[config.mk]
export PLATFORM = sky130hd
export DESIGN_NAME = tmtw_cursor
export DESIGN_NICKNAME = d
export VERILOG_FILES = /design/src/rtl/tmtw_pkg.sv /design/src/rtl/tmtw_cursor.sv
export VERILOG_INCLUDE_DIRS = /design/src /design/src/rtl
export SDC_FILE = /design/constraint.sdc
export NUM_CORES = 1
export LEC_CHECK = 0
export ABC_CLOCK_PERIOD_IN_PS = 9000
export BUFFER_PORTS_ARGS = -buffer_cell sky130_fd_sc_hd__clkbuf_2
export CAP_MARGIN = 30
export CORE_MARGIN = 2
export CORE_UTILIZATION = 40
export DETAILED_ROUTE_END_ITERATION = 10
export HOLD_SLACK_MARGIN = 0.03
export PLACE_DENSITY = 0.72
export SETUP_SLACK_MARGIN = 0.05
export SYNTH_ARGS = -nofsm -noshare
export SYNTH_HDL_FRONTEND = slang
export SYNTH_SLANG_ARGS = --single-unit
[constraint.sdc]
create_clock -name clk_i -period 9 [get_ports clk_i]
set_input_delay 1.8 -clock clk_i [delete_from_list [all_inputs] [get_ports clk_i]]
set_output_delay 1.8 -clock clk_i [all_outputs]
set_load 0.005 [all_outputs]
[src/rtl/text_mode_terminal_writer_top_defines.svh]
// ----------------------------------------------------------------------------
// Text-mode terminal writer: assertion macros
// Shared assertion forms for the modules of the terminal writer.
// ----------------------------------------------------------------------------
`ifndef TEXT_MODE_TERMINAL_WRITER_TOP_DEFINES_SVH
`define TEXT_MODE_TERMINAL_WRITER_TOP_DEFINES_SVH

// Property checked outside reset only.
`define TMTW_ASSERT_RST(lbl, clk, rstn, prop, msg) \
  lbl: assert property (@(posedge clk) disable iff (!rstn) prop) \
    else $error(msg);

// Property checked at every clock edge, reset included.
`define TMTW_ASSERT_ALL(lbl, clk, prop, msg) \
  lbl: assert property (@(posedge clk) prop) \
    else $error(msg);

`endif

[src/rtl/tmtw_pkg.sv]
// ----------------------------------------------------------------------------
// Terminal writer package
// Screen geometry, character codes, cursor status type and cell addressing.
// ----------------------------------------------------------------------------
`default_nettype none

package tmtw_pkg;

  // Screen geometry.
  localparam int COLUMNS    = 80;
  localparam int ROWS       = 25;
  localparam int TAB_STOP   = 8;
  localparam int CELL_COUNT = ROWS * COLUMNS;

  // Field and storage widths.
  localparam int ROW_W      = 5;
  localparam int COL_W      = 7;
  localparam int CHAR_W     = 8;
  localparam int ATTR_W     = 8;
  localparam int CELL_W     = CHAR_W + ATTR_W;
  localparam int ADDR_W     = $clog2(CELL_COUNT);
  localparam int PHASE_W    = $clog2(TAB_STOP);
  localparam int IN_DATA_W  = 24;
  localparam int OUT_DATA_W = 32;

  // Character codes.
  localparam logic [CHAR_W-1:0] CHAR_BS    = 8'h08;
  localparam logic [CHAR_W-1:0] CHAR_TAB   = 8'h09;
  localparam logic [CHAR_W-1:0] CHAR_LF    = 8'h0A;
  localparam logic [CHAR_W-1:0] CHAR_CR    = 8'h0D;
  localparam logic [CHAR_W-1:0] CHAR_SPACE = 8'h20;

  localparam logic [ATTR_W-1:0] RESET_ATTR = 8'h07;

  // Item kinds.
  localparam logic OP_WRITE = 1'b0;
  localparam logic OP_READ  = 1'b1;

  // Cursor status handed from the cursor unit to the top level.
  typedef struct packed {
    logic [ROW_W-1:0]  row;
    logic [COL_W-1:0]  col;
    logic [ROW_W-1:0]  top_row;
    logic [ROW_W-1:0]  nxt_row;
    logic [COL_W-1:0]  nxt_col;
    logic              scroll;
    logic              store;
    logic [ADDR_W-1:0] cell_addr;
    logic [ADDR_W-1:0] blank_addr;
  } cursor_t;

  // Rows live in a ring: the logical row is offset by the physical top row.
  function automatic logic [ADDR_W-1:0] cell_addr(
    input logic [ROW_W-1:0] row,
    input logic [COL_W-1:0] col,
    input logic [ROW_W-1:0] top
  );
    logic [ROW_W:0]    sum;
    logic [ADDR_W-1:0] base;
    sum = {1'b0, row} + {1'b0, top};
    if (sum >= (ROW_W+1)'(ROWS)) begin
      sum = sum - (ROW_W+1)'(ROWS);
    end
    base = ADDR_W'(sum) * ADDR_W'(COLUMNS);
    return base + ADDR_W'(col);
  endfunction

endpackage

`default_nettype wire

[src/rtl/tmtw_cursor.sv]
// ----------------------------------------------------------------------------
// Terminal writer cursor unit
// Holds the cursor, tab phase and ring top row; decodes write characters.
// ----------------------------------------------------------------------------
`default_nettype none
`include "text_mode_terminal_writer_top_defines.svh"

module tmtw_cursor (
  input  wire logic                        clk_i,
  input  wire logic                        rst_ni,
  input  wire logic                        step_i,
  input  wire logic [tmtw_pkg::CHAR_W-1:0] char_i,
  output tmtw_pkg::cursor_t                curs_o
);

  localparam int ROW_W   = tmtw_pkg::ROW_W;
  localparam int COL_W   = tmtw_pkg::COL_W;
  localparam int PHASE_W = tmtw_pkg::PHASE_W;

  logic [ROW_W-1:0]   row_q, row_d;
  logic [COL_W-1:0]   col_q, col_d;
  logic [ROW_W-1:0]   top_q, top_d;
  logic [PHASE_W-1:0] phase_q, phase_d;
  logic [COL_W:0]     tab_sum;
  logic               adv;
  logic               scroll;
  logic               store;

  // Column reached by a tab, one bit wider to see the line end.
  assign tab_sum = {1'b0, col_q} + (COL_W+1)'(tmtw_pkg::TAB_STOP)
                 - (COL_W+1)'(phase_q);

  // Character decode and row advance.
  always_comb begin
    col_d   = col_q;
    phase_d = phase_q;
    row_d   = row_q;
    top_d   = top_q;
    adv     = 1'b0;
    scroll  = 1'b0;
    store   = 1'b0;
    unique case (char_i)
      tmtw_pkg::CHAR_BS: begin
        if (col_q != '0) begin
          col_d   = col_q - 1'b1;
          phase_d = (phase_q == '0) ? PHASE_W'(tmtw_pkg::TAB_STOP - 1)
                                    : phase_q - 1'b1;
        end
      end
      tmtw_pkg::CHAR_TAB: begin
        phase_d = '0;
        if (tab_sum >= (COL_W+1)'(tmtw_pkg::COLUMNS)) begin
          col_d = '0;
          adv   = 1'b1;
        end else begin
          col_d = tab_sum[COL_W-1:0];
        end
      end
      tmtw_pkg::CHAR_CR: begin
        col_d   = '0;
        phase_d = '0;
      end
      tmtw_pkg::CHAR_LF: begin
        col_d   = '0;
        phase_d = '0;
        adv     = 1'b1;
      end
      default: begin
        if (char_i >= tmtw_pkg::CHAR_SPACE) begin
          store = 1'b1;
          if (col_q == COL_W'(tmtw_pkg::COLUMNS - 1)) begin
            col_d   = '0;
            phase_d = '0;
            adv     = 1'b1;
          end else begin
            col_d   = col_q + 1'b1;
            phase_d = (phase_q == PHASE_W'(tmtw_pkg::TAB_STOP - 1)) ? '0
                                                                     : phase_q + 1'b1;
          end
        end
      end
    endcase
    // On the last row the ring turns instead: the old top becomes the bottom.
    if (adv) begin
      if (row_q == ROW_W'(tmtw_pkg::ROWS - 1)) begin
        scroll = 1'b1;
        top_d  = (top_q == ROW_W'(tmtw_pkg::ROWS - 1)) ? '0 : top_q + 1'b1;
      end else begin
        row_d = row_q + 1'b1;
      end
    end
  end

  // Cursor registers move only on an accepted write item.
  always_ff @(posedge clk_i or negedge rst_ni) begin
    if (!rst_ni) begin
      row_q   <= '0;
      col_q   <= '0;
      top_q   <= '0;
      phase_q <= '0;
    end else if (step_i) begin
      row_q   <= row_d;
      col_q   <= col_d;
      top_q   <= top_d;
      phase_q <= phase_d;
    end
  end

  // Status towards the top level.
  always_comb begin
    curs_o.row        = row_q;
    curs_o.col        = col_q;
    curs_o.top_row    = top_q;
    curs_o.nxt_row    = row_d;
    curs_o.nxt_col    = col_d;
    curs_o.scroll     = scroll;
    curs_o.store      = store;
    curs_o.cell_addr  = tmtw_pkg::cell_addr(row_q, col_q, top_q);
    curs_o.blank_addr = tmtw_pkg::cell_addr('0, '0, top_q);
  end

  `TMTW_ASSERT_RST(a_row_range, clk_i, rst_ni, row_q < ROW_W'(tmtw_pkg::ROWS), "cursor row off screen")
  `TMTW_ASSERT_RST(a_col_range, clk_i, rst_ni, col_q < COL_W'(tmtw_pkg::COLUMNS), "cursor column off screen")
  `TMTW_ASSERT_RST(a_top_range, clk_i, rst_ni, top_q < ROW_W'(tmtw_pkg::ROWS), "ring top row out of range")
  `TMTW_ASSERT_RST(a_tab_phase, clk_i, rst_ni, (col_q % tmtw_pkg::TAB_STOP) == phase_q, "tab phase lost step")
  `TMTW_ASSERT_RST(a_scroll_row, clk_i, rst_ni, (step_i && scroll) |=> (row_q == ROW_W'(tmtw_pkg::ROWS - 1)), "scroll left the bottom row")

endmodule

`default_nettype wire
==> results of run 1 <==
[through the flow]
step	area [um2]	setup WS [ns]	power [mW]	utilization
global placement	3358	2.719	0.7187	0.4605
floorplan	3053	3.092	0.5623	-
CTS	3413	2.246	0.8098	0.4681
global route	3413	1.843	0.8939	0.4681
detailed placement	3358	2.552	0.7345	0.4605
finish	3413	2.257	0.8074	0.4681
[cells by family after synthesis]
family	Yosys count	synth area share
buffers and inverters	46	0.07198
adders and majority gates	53	0.2304
other	1	0.001233
DFF	20	0.1645
and+or+nand+nor	107	0.1913
AOI/OAI and AO/OA	90	0.2106
muxes	16	0.05800
xor gates and xnor gates	25	0.07199
[placed cells by master (no fill, tap or decap), types with 10 or more instances in the layout]
cell	n
ha_1	48
o21ai_0	23
nand2_1	18
mux2_2	13
xor2_1	11
nor2_1	17
xnor2_1	14
dfrtp_1	20
clkbuf_2	59
nor3_1	10
a21oi_1	17
nand3_1	18
inv_1	27
[flip-flops by register name (all words and copies together), names as in the netlist]
signal	cells
col_q	7
top_q	5
row_q	5
phase_q	3
[area by class of cell]
type	instances	area, um2	area share
Tap cell	99	123.9	0.03629
Multi-Input combinational cell	295	2333	0.6837
Timing Repair Buffer	59	295.3	0.08651
Inverter	28	105.1	0.03079
Clock buffer	4	55.05	0.01613
Sequential cell	20	500.5	0.1466
[worst register-to-register path: cells and delay by family (launching register included)]
family                   cells  cell delay, ns
AO/OA/AOI/OAI                3            0.92
adder cells (fa/ha/maj)      3            0.84
AND/OR/NAND/NOR              3            0.60
flip-flops                   1            0.53
multiplexers                 1            0.34
buffers and inverters        3            0.28
[metal layers]
layer | vias to the layer above | part of all wire | wire length, um | global-route usage
met2 | 67 | 0.48 | 3456 | 0.2988
met5 | - | 0 | 0 | 0
met1 | 1287 | 0.47 | 3380 | 0.2407
li1 | 1388 | - | - | -
met4 | 0 | 0.0076 | 55 | 0.03662
met3 | 6 | 0.047 | 341 | 0.01245
[where the power goes]
part	internal, mW	switching (mW)	total, mW
registers	0.111	0.0484	0.159
logic	0.267	0.310	0.578
clock network	0.0390	0.0315	0.0705
total	0.417	0.390	0.807
[final timing paths]
path	endpoint	slack (ns)	cells after the start
min reg2reg	phase_q[0]	0.56	1
min	phase_q[0]	0.56	1
max	curs_o[21]	2.26	19
min in group asynchronous	col_q[2]	1.49	1
max reg2reg	row_q[1]	5.38	13
max in group asynchronous	top_q[2]	7.15	1
==> results.toml, run 1 <==
[floorplan]
rows = 31
dieArea_um2 = 8317
die_h_um = 91.20
io_pins = 64
core-area_um2 = 7292
start_util = 0.4171
dieWidth_um = 91.20

[clock_network]
postCtsHoldBufs = 0
cts_num_sinks = 20
cts_max_level = 1
root_buffer = "clkbuf_8"
post_cts_buffers = 0
path_clk_slew_ns = 0.07
insertion_delay_ns = 0.26
clockBufferDepth = 2
cts_tree = "yes"
cts_resized = 0
cts_buffers = 3

[drt]
drt_pass1_iterations = 4
drt-vias-per-instance = 5.442
wl_per_cell_um = 14.32
drtIter0Drc = 128
routed_wl_mm = 7.234
drtAntennaViolNets = 0
drcViolationCount = 0
vias = 2748

[layout]
n_antenna_cell = 0
area_delta_synth_final_pct = 12.22
final_cell_count_no_fill = 505
nFillCells = 746
drive_gt1_frac = 0.2241
nNetsFinal = 471

[run_status]
status = "finished clean"

[sta]
setup_viol = 0
fin_skew_ns = 0.005576
fin_tns_setup_ns = 0
whs_ns = 0.5568
min_period_ns = 6.743
relSlewSlack = 0.5291
finalHoldViolCount = 0
rsz0062_at_grt = "no"
max_freq_ghz = 0.1483
slew_viol_final = 0
fin_crit_sh = 0.7493
tightest_slew_ns = 0.7010

[critical_path]
cp.arrival_ns = 4.94
startpoint = "top_q[0]"
required_ns = 7.20
critical_path_class = "reg -> out"
path_max_fanout = 11
reg2reg_from = "col_q[0]"
end_kind = "output pin"
worstSetupStartpointType = "flop"
cp_num_buf_inv = 2
critPathTopFamily = "adder cells"
crit_chain = "ha_1 -> inv_1 -> fa_1 -> nor2b_1 -> o21a_1 -> or3_1 -> nand3_1 -> o21a_1 -> a31oi_1 -> xor2_1 -> ha_1 -> ha_1 -> fa_1 -> xnor2_1 -> or3b_2 -> xor2_1 -> xnor2_1 -> xnor2_1 -> clkbuf_2"
crit_slowest_cell = "dfrtp_1"
slowest_delay_ns = 0.55

[global_route]
grt_pass1_wl_mm = 12.19
globalRouteTotalUtil = 0.1742
grt_max_degree = 21
grt_pass1_vias = 2587
antenna_found_initial = 0
grt_overflow_total = 0

[synth]
synth_cell_types = 59
synth_ff_type = "dfrtp_1"
ys_async_sr_fraction = 1.000
synthTopCellsByCount = "48 x ha_1, 27 x inv_1, 23 x o21ai_0"
ys_seq_area_frac = 0.1645
synth.area.top_cells = "ha_1 20%, dfrtp_1 16%, mux2_2 4.8%, xnor2_1 4.0%, o21ai_0 3.8%"
synth-edff-count = 0
ys_seq_elements = 20
synth_area_per_cell_um2 = 8.496
synth_area_um2 = 3042
yosys_warnings = 0
netlist.top_cell.by_area = "ha_1"
synth.most_common_cell = "ha_1"
yosysTopAreaCellShare = 0.1974
synthCells = 358

[run]
maxCapViolations = 0

[placed_design]
place.gp.congestion = 0.8777
numPortBuffers = 59
dp_hpwl_mm = 5.856
dp.cells = 501

[power]
p_leak_nw = 1.681
ir_drop_v = 0.0001276
power_density_nw_per_um2 = 236.6

[worst_hold_path]
hold_start = "phase_q[0]"
min_path_type = "reg -> reg"
(Power assumes the default switching activity.)
==> run 2, diff against run 1 <==
Settings changed: ABC_AREA set to 1, ABC_CLOCK_PERIOD_IN_PS 9000 to 6800.
Clock period 9 ns to 6.8 ns, I/O delays scaled along.
==> run 2 against run 1 <==
Compared with the run above:
- clock skew rose by 0.0070 ns
- setup slack got worse by 1.2 ns
- first-iteration DRC count rose by 7.8%
- total power rose by 17%
- register-to-register slack got worse by 1.5 ns
- critical path type unchanged
==> results.toml, run 2 <==
[layout]
largest_reg_flops = 7
max_flop_register = "col_q"
n_antenna_cell = 0
area_delta_synth_final_pct = 13.59
drive_gt1_frac = 0.1629
nNetsFinal = 550
most-common-layout-cells = "99 x nand2_1, 59 x clkbuf_2, 58 x inv_1, 48 x ha_1, 42 x nand3_1"
largestRegisters = "col_q (7), row_q (5), top_q (5)"
fin_area_um2 = 3430
final_common_cell = "nand2_1"

[clock_network]
post_cts_buffers = 0
clockBufferDepth = 2
root_buffer = "clkbuf_8"
cts_max_level = 1
cts_buffers = 3
cts_resized = 0
cts_tree = "yes"
path_clk_slew_ns = 0.08
postCtsHoldBufs = 0
cts_num_sinks = 20
insertion_delay_ns = 0.26

[sta]
relSlewSlack = 0.6125
slew_viol_final = 0
min_period_ns = 5.750
fin_crit_sh = 0.8456
tightest_slew_ns = 0.5759
max_freq_ghz = 0.1739
fin_tns_setup_ns = 0
setup_viol = 0
fin_ws_ns = 1.050
rsz0062_at_grt = "no"
fin_skew_ns = 0.01260
finalHoldViolCount = 0

[synth]
ys_async_sr_fraction = 1.000
synth.most_common_cell = "nand2_1"
synth_area_per_cell_um2 = 6.973
synth.area.top_cells = "ha_1 20%, dfrtp_1 17%, nand2_1 12%, inv_1 7.2%, nand3_1 7.0%"
yosys_warnings = 0
synth_cell_types = 36
netlist.top_cell.by_area = "ha_1"
synth-edff-count = 0
yosysTopAreaCellShare = 0.1989
synthTopCellsByCount = "99 x nand2_1, 58 x inv_1, 48 x ha_1"
synth_ff_type = "dfrtp_1"
synthCells = 433
synth_area_um2 = 3019
ys_seq_elements = 20
ys_seq_area_frac = 0.1658

[drt]
routed_wl_mm = 7.097
vias = 2897
wl_per_cell_um = 12.15
drtIter0Drc = 138
drcViolationCount = 0
drt_pass1_iterations = 4
drt-vias-per-instance = 4.961
drtAntennaViolNets = 0

[worst_hold_path]
min_path_cells = 2
min_path_type = "reg -> reg"

[power]
p_leak_nw = 2.049
power_density_nw_per_um2 = 274.4
p_total_uw = 941.0
ir_drop_v = 0.0001395

[critical_path]
reg2reg_depth = 19
slowest_delay_ns = 0.49
cp.arrival_ns = 4.39
crit_slowest_cell = "dfrtp_1"
worstSetupStartpointType = "flop"
path_max_fanout = 8
crit_chain = "ha_1 -> inv_1 -> fa_1 -> o21ai_0 -> xnor2_1 -> nor2_1 -> o21ai_0 -> nand2_1 -> o21ai_0 -> ha_1 -> ha_1 -> fa_1 -> xor2_1 -> nand4_1 -> xor2_1 -> nand3b_1 -> nand2_1 -> clkbuf_2"
end_kind = "output pin"
r2r_setup_slack_ns = 3.86
required_ns = 5.44
critical_path_class = "reg -> out"

[floorplan]
die_h_um = 90.88
core-area_um2 = 7292
io_pins = 64
rows = 31
dieWidth_um = 90.88
start_util = 0.4140
dieArea_um2 = 8259

[global_route]
grt_pass1_wl_mm = 12.59
grt_pass1_vias = 2854
grt_overflow_total = 0
antenna_found_initial = 0
grt_max_degree = 27
globalRouteTotalUtil = 0.1811

[placed_design]
place.gp.congestion = 0.8902
post_dp_cell_area_um2 = 3358
dp_hpwl_mm = 5.934
numPortBuffers = 59
post-place-ws_ns = 1.330

[run]
maxCapViolations = 0

[run_status]
status = "finished clean"
## run 2: worst paths after layout
kind                         endpoint        from
setup / recovery           curs_o[21]    top_q[0]
hold / removal             phase_q[1]  phase_q[1]
setup reg to reg             row_q[2]    col_q[0]
hold reg to reg            phase_q[1]  phase_q[1]
max in group asynchronous    col_q[2]      rst_ni
min in group asynchronous    top_q[4]      rst_ni
## run 2: cells by family after synthesis
group	count (synthesis)	share of synthesized area
flip-flops	20	0.1658
other	1	0.001242
adder cells (fa/ha/maj)	53	0.2321
buffers and inverters	75	0.1065
AND/OR/NAND/NOR	206	0.3237
XOR/XNOR	29	0.08413
AO/OA/AOI/OAI	49	0.08662
## run 2: critical path: cells and delay by family (launching register included)
| family | cells | cell delay [ns] |
|---|---|---|
| buffers and inverters | 2 | 0.16 |
| xor gates and xnor gates | 3 | 0.62 |
| DFF | 1 | 0.49 |
| and+or+nand+nor | 5 | 0.65 |
| adders and majority gates | 5 | 1.53 |
| AOI/OAI and AO/OA | 3 | 0.69 |
## run 2: where the power goes
group / leakage, nW / switching [mW] / internal [mW]
combinational: 1.75 / 0.369 / 0.249
clock: 0.0357 / 0.0410 / 0.0786
sequential: 0.259 / 0.0567 / 0.147
total: 2.05 / 0.467 / 0.474
## run 2: per-stage QoR
step / instances / hold WS [ns] / utilization
finish: 584 / 0.6284 / 0.4703
global route: 584 / 0.6609 / 0.4703
CTS: 584 / 0.6329 / 0.4703
detailed placement: 580 / 0.6118 / 0.4605
global placement: 580 / 0.5956 / 0.4605
floorplan: 436 / 0.5355 / -
## run 2: area by class of cell
type	count	area [um2]
fill	763	3862
multi-input combinational	341	2208
sequential	20	500.5
timing repair buffer	59	295.3
inverter	61	230.2
tap	99	123.9
clock buffer	3	41.29
clock inverter	1	30.03
## run 2: per-layer routing
layer / global-route usage / wire length, um / vias to the layer above
met1: 0.2165 / 3177 / 1332
met4: 0.02273 / 30 / 0
met3: 0.02170 / 253 / 4
met5: 0 / 0 / -
met2: 0.3526 / 3636 / 60
li1: - / - / 1501
